==> src/aqkr_pkg.sv <==
// shared types and constants for the aging queue with keyed removal
`default_nettype none
package aqkr_pkg;

  localparam int QueueDepth = 64;
  localparam int IdxW       = $clog2(QueueDepth);
  localparam int CntW       = $clog2(QueueDepth + 1);
  localparam int MaxEntW    = 7;
  localparam int HopW       = 32;
  localparam int PayW       = 16;
  localparam int TimeW      = 32;
  localparam int ModeW      = 3;
  localparam int CfgIdxW    = 1;
  localparam int CfgDataW   = 32;

  // register indexes of the configuration port
  localparam logic [CfgIdxW-1:0] CFG_MAX_ENTRIES = 1'd0;
  localparam logic [CfgIdxW-1:0] CFG_MAX_DELAY   = 1'd1;

  localparam logic [MaxEntW-1:0] MAX_ENTRIES_RST = 7'd64;
  localparam logic [TimeW-1:0]   MAX_DELAY_RST   = 32'd30000;

  typedef enum logic [ModeW-1:0] {
    MODE_ENQ   = 3'd0,
    MODE_DEQ   = 3'd1,
    MODE_TAKE  = 3'd2,
    MODE_FIND  = 3'd3,
    MODE_FLUSH = 3'd4
  } mode_e;

  typedef enum logic [1:0] {
    ST_IDLE,
    ST_SCAN,
    ST_FINISH
  } state_e;

  // controller to datapath
  typedef struct packed {
    logic latch;
    logic scan_en;
    logic out_load;
  } cmd_t;

  // datapath to controller
  typedef struct packed {
    logic is_scan;
    logic scan_done;
    logic out_free;
  } sts_t;

endpackage
`default_nettype wire

==> src/aqkr_ctrl.sv <==
// controller state machine: accept, scan, deliver
`default_nettype none
module aqkr_ctrl
  import aqkr_pkg::*;
(
  input  wire  clk_i,
  input  wire  rst_ni,
  input  wire  in_valid_i,
  output logic in_stall_o,
  input  sts_t sts_i,
  output cmd_t cmd_o
);

  state_e state_q, state_d;

  // state register
  always_ff @(posedge clk_i or negedge rst_ni) begin
    if (!rst_ni) begin
      state_q <= ST_IDLE;
    end else begin
      state_q <= state_d;
    end
  end

  // next state and commands
  always_comb begin
    state_d    = state_q;
    cmd_o      = '0;
    in_stall_o = 1'b1;
    case (state_q)
      ST_IDLE: begin
        in_stall_o = 1'b0;
        if (in_valid_i) begin
          cmd_o.latch = 1'b1;
          state_d     = sts_i.is_scan ? ST_SCAN : ST_FINISH;
        end
      end
      ST_SCAN: begin
        cmd_o.scan_en = 1'b1;
        if (sts_i.scan_done) begin
          state_d = ST_FINISH;
        end
      end
      ST_FINISH: begin
        if (sts_i.out_free) begin
          cmd_o.out_load = 1'b1;
          state_d        = ST_IDLE;
        end
      end
      default: state_d = ST_IDLE;
    endcase
  end

endmodule
`default_nettype wire

==> config.mk <==
export PLATFORM = sky130hd
export DESIGN_NAME = aqkr_ctrl
export DESIGN_NICKNAME = d
export VERILOG_FILES = /design/src/aqkr_pkg.sv /design/src/aqkr_ctrl.sv
export SDC_FILE = /design/constraint.sdc
export NUM_CORES = 1
export LEC_CHECK = 0
export CAP_MARGIN = 20
export CELL_PAD_IN_SITES_DETAIL_PLACEMENT = 1
export CELL_PAD_IN_SITES_GLOBAL_PLACEMENT = 1
export CORE_AREA = 3 3 40 42
export DETAILED_ROUTE_END_ITERATION = 8
export DIE_AREA = 0 0 43 45
export DONT_BUFFER_PORTS = 1
export GPL_TIMING_DRIVEN = 0
export PLACE_DENSITY = 0.3
export SLEW_MARGIN = 20
export SYNTH_ARGS = -nofsm -noshare
export SYNTH_HDL_FRONTEND = slang
export SYNTH_SLANG_ARGS = --single-unit
==> constraint.sdc <==
create_clock -name clk_i -period 0.9 [get_ports clk_i]
set_input_delay 0.045 -clock clk_i [delete_from_list [all_inputs] [get_ports clk_i]]
set_output_delay 0.045 -clock clk_i [all_outputs]
set_load 0.005 [all_outputs]
# After elaboration in Yosys (flattened, before gate mapping)
# Cells that the tools add are included.
[op_classes]
n_eq_ne = 5
mux = 11
reduce_logical = 2
[op_table]
columns = ["cell", "count"]
rows = [
  ["two-way mux 2 bit", 4],
  ["two-way mux 1 bit", 6],
  ["inequality test 2 bit, second input constant", 3],
  ["case mux 2 bit (3 select lines)", 1],
  ["AND reduction 3 bit", 1],
  ["equality test 2 x 1 -> 1 bit, second input constant", 1],
  ["equality test 2 bit, second input constant", 1],
  ["zero test 2 bit", 1],
]
[word_totals]
output_inout_bits = 4
ff_bits = 2

# Logic depth before layout (Yosys ltp)
[depth]
word_depth = 3
depth_mapped = 2
depth_no_buf = 2

# Worst setup path after synthesis
# Ideal clock, no wire load.
[synth_path]
kind = "reg-to-reg"
start = "register state_q[0]"
end = "register state_q[1]"
path_stages_with_launch = 3
required_time_ns = 0.827
synth_period_minus_slack_ns = 0.962
arrival_ns = 0.889
slack_ns = -0.062
n_path_buf = 0
path_cell_list = "dfrtp_1 -> or3b_1 -> a21oi_2"
[synth_between]
elab_chain_cells = 3
elab_cells_between_ends = 8
[synth_rtl]
columns = ["item", "line", "rtl"]
rows = [
  ["start, declared", "aqkr_ctrl.sv:14", "state_e state_q, state_d;"],
  ["start signal, assigned", "aqkr_ctrl.sv:21", "state_q <= state_d;"],
  ["equality test 2 x 1 -> 1 bit (tied with other cells)", "aqkr_ctrl.sv:30", "case (state_q)"],
  ["inequality test 2 bit (no source line)", "n/a", ""],
  ["AND reduction 3 bit (no source line)", "n/a", ""],
]
# Parallel ways exist; a longest one is shown, timed or not.
# A chain may end at the register's enable or synchronous reset.

==> results.md <==
* Antenna diodes at 0
* CTS root buffer: clkbuf_4
* CTS Buffer Depth at 2
* Grt total ovfl at 0
* Largest vdd supply drop at 0.900 mV
* CP max stage delay at a little under 0.4 ns
* DR vias at approximately 140
* First-pass GRT wire length at between 600 and 700 µm
* Setup CP Type: register to output pin
* WL final at between 400 and 500 µm
* Failing checks: negative setup slack
* Most frequent cells after synthesis: a21oi_1 (2), dfrtp_1 (2)
* Setup TNS at -0.372 ns
* Most flops, register: state_q
* Clock Latency Late Sink at 0.22 ns
* Max_slew headroom at 0.895
* Initial Util at 0.101
* Type of origin of the critical path: register
* Largest net degree at the start of global routing at 7
* Die Ht at around 45 µm
* Avg Inst Size Synth at between 9 and 10 µm²
* Final worst setup slack at -0.124 ns
* Netlist cell types at 12
* Num Clock Sinks at 2
* Core area at ~1300 µm²
* Sequential area share after synthesis at 0.385
* Crit path from: state_q[0]
* Num CTS Buffers at 3
* Reg area at roughly 50 µm²
* Worst R2R Path Depth at 2
* Cell Chain, Critical Path: buf_6 > and3b_2
* Pleak at about 0.11 nW
* Final hold vios at 0
* Full die area at approximately 1900 µm²
* Top FF cell, synth: dfrtp_1
* CP Max Fanout at 6
* Syn nets at 20
* Filler cell count at 150
* Antenna viol nets, final at 0
* Overall Global Routing Usage at 0.0541
* Design Area, Final at roughly 250 µm²
* Power Dens Cells at roughly 2600 nW/µm²
* Synth Warn # at 0
* Die Wd at approximately 43 µm
* Post-Synthesis Cell Area at around 130 µm²
* RD Place Congestion at between 0.5 and 0.6
* I/O pin cnt at 10
* RSZ-0062 raised after global routing: yes
* Top flop regs: state_q: 2 flops
* Slew @ Worst Pin at between 0.15 and 0.2 ns
* Initial DRC count at 1
* Worst EP required at ~0.85 ns
* Worst path bufs/invs at 1
* Reg2Reg Setup Slack at -0.07 ns
* Slew Viols, Final at 0
* Reg clk slew, reported paths at 0.03 ns
* Synth area leaders: dfrtp_1 (38%), a21oi_1 (7.7%), and3b_2 (7.7%)
* Async SR Flop Fraction at 1.00
* Worst Skew at 0.000486 ns
* Setup Slack @ Placement at -0.123 ns
* Fin crit period at 1.02 ns
* R2r startpoint: state_q[0]
* Setup crit end: cmd_o[0]
* Final setup viols at 6
* I/O Buffers at 0
* Post-layout power at ~0.65 mW
* Cell count along the critical path at 2
* DR pass1 iterations at 2
* Initial antenna violation count at 0
* Status: finished, violations left
* Nets at 32
* Worst Hold Class: input pin to register
* Synthesis-to-finish area growth at 95.2%
* Max FFs per register at 2
* Routed wire length per instance at approximately 10 µm
* Cell at the slowest stage of the critical path: dfrtp_1
* Synth top area share at 0.385
* MaxCap Viol Count at 0
* Post-synth top area cell: dfrtp_1
* Synth Register Bits at 2
* CTS H-tree depth at 1
* DR vias/cell at ~3.5
* Vias in the first global route at ~190
* CTS tree: done
* Fin crit share at 1.14
* CP Capture Type: output pin
* DP HPWL at 273 µm
* Critical path's top delay family: flip-flops
* RR Endpoint: state_q[1]
* Drt drc at 0
* Gate count of the mapped netlist at 14
* Worst Path Arrival at 0.98 ns
* Footprint of the multi-input gates at around 90 µm²
* Row cnt at 13
* DP Area at approximately 150 µm²
* Layout cell share with drive strength beyond 1 at 0.417
* Worst Hold Slack at approximately 0.013 ns
* Number of synthesized flops with an enable pin at 0
* FMAX at about 980 MHz
[per-layer routing]
| layer | part of all wire | global-route usage | vias up | wire [µm] |
|---|---|---|---|---|
| met4 | 0 | 0.0723 | 0 | 0 |
| li1 | - | - | 69 | - |
| met3 | 0.055 | 0.0279 | 0 | 22 |
| met1 | 0.40 | 0.0530 | 61 | 161 |
| met5 | 0 | 0 | - | 0 |
| met2 | 0.54 | 0.0719 | 5 | 217 |
[where the power goes]
| group | internal, mW | switching (mW) |
|---|---|---|
| registers | 0.125 | 0.0240 |
| logic | 0.170 | 0.137 |
| clock network | 0.147 | 0.0511 |
[layout make-up]
cell class                      count  share of cell area
Tap cell                           15              0.0739
Inverter                            1              0.0148
Sequential cell                     2               0.197
Multi-Input combinational cell     11               0.355
Timing Repair Buffer                7               0.271
Clock buffer                        3              0.0887
[per-stage QoR]
step,utilization,instances
CTS,0.194,39
global placement,0.116,29
finish,0.198,39
detailed placement,0.116,29
global route,0.198,39
floorplan,-,14
[worst register-to-register path, stage by stage (launching register included)]
cell,delay (ns)
dfrtp_1,0.39
or3b_1,0.38
a21oi_2,0.13
[cells in the final DEF (no fill, tap or decap), drive strengths merged, types with 2 or more instances in the layout]
cell and instances:
dlygate4sd3 5, clkbuf 3, buf 2, a21oi 3
dfrtp 2
[how the worst min path moves through the flow]
stage,from,to,slack (ns),depth (start not counted)
floorplan,rst_ni,state_q[0],-0.25,0
global placement,rst_ni,state_q[0],-0.25,0
global route,sts_i[2],state_q[1],0.02,2
finish,sts_i[2],state_q[1],0.01,2
detailed placement,rst_ni,state_q[1],-0.25,0
CTS,sts_i[2],state_q[1],0.006,2
[logic make-up after synthesis]
family                 Yosys count  synth area share
and+or+nand+nor                  7             0.385
AOI/OAI and AO/OA                4             0.202
DFF                              2             0.385
buffers and inverters            1            0.0288
[timing repair]
item / 4_1_cts / 5_1_grt
pin swaps: 1 / 1
endpoints found under the setup margin: 5 / 6
hold buffers: 5 / 0
gates resized for setup: 4 / 1
buffers inserted: 2 / 0
endpoints found under the hold margin: 4 / 0
Note: power is estimated with default switching activity, not from simulation.
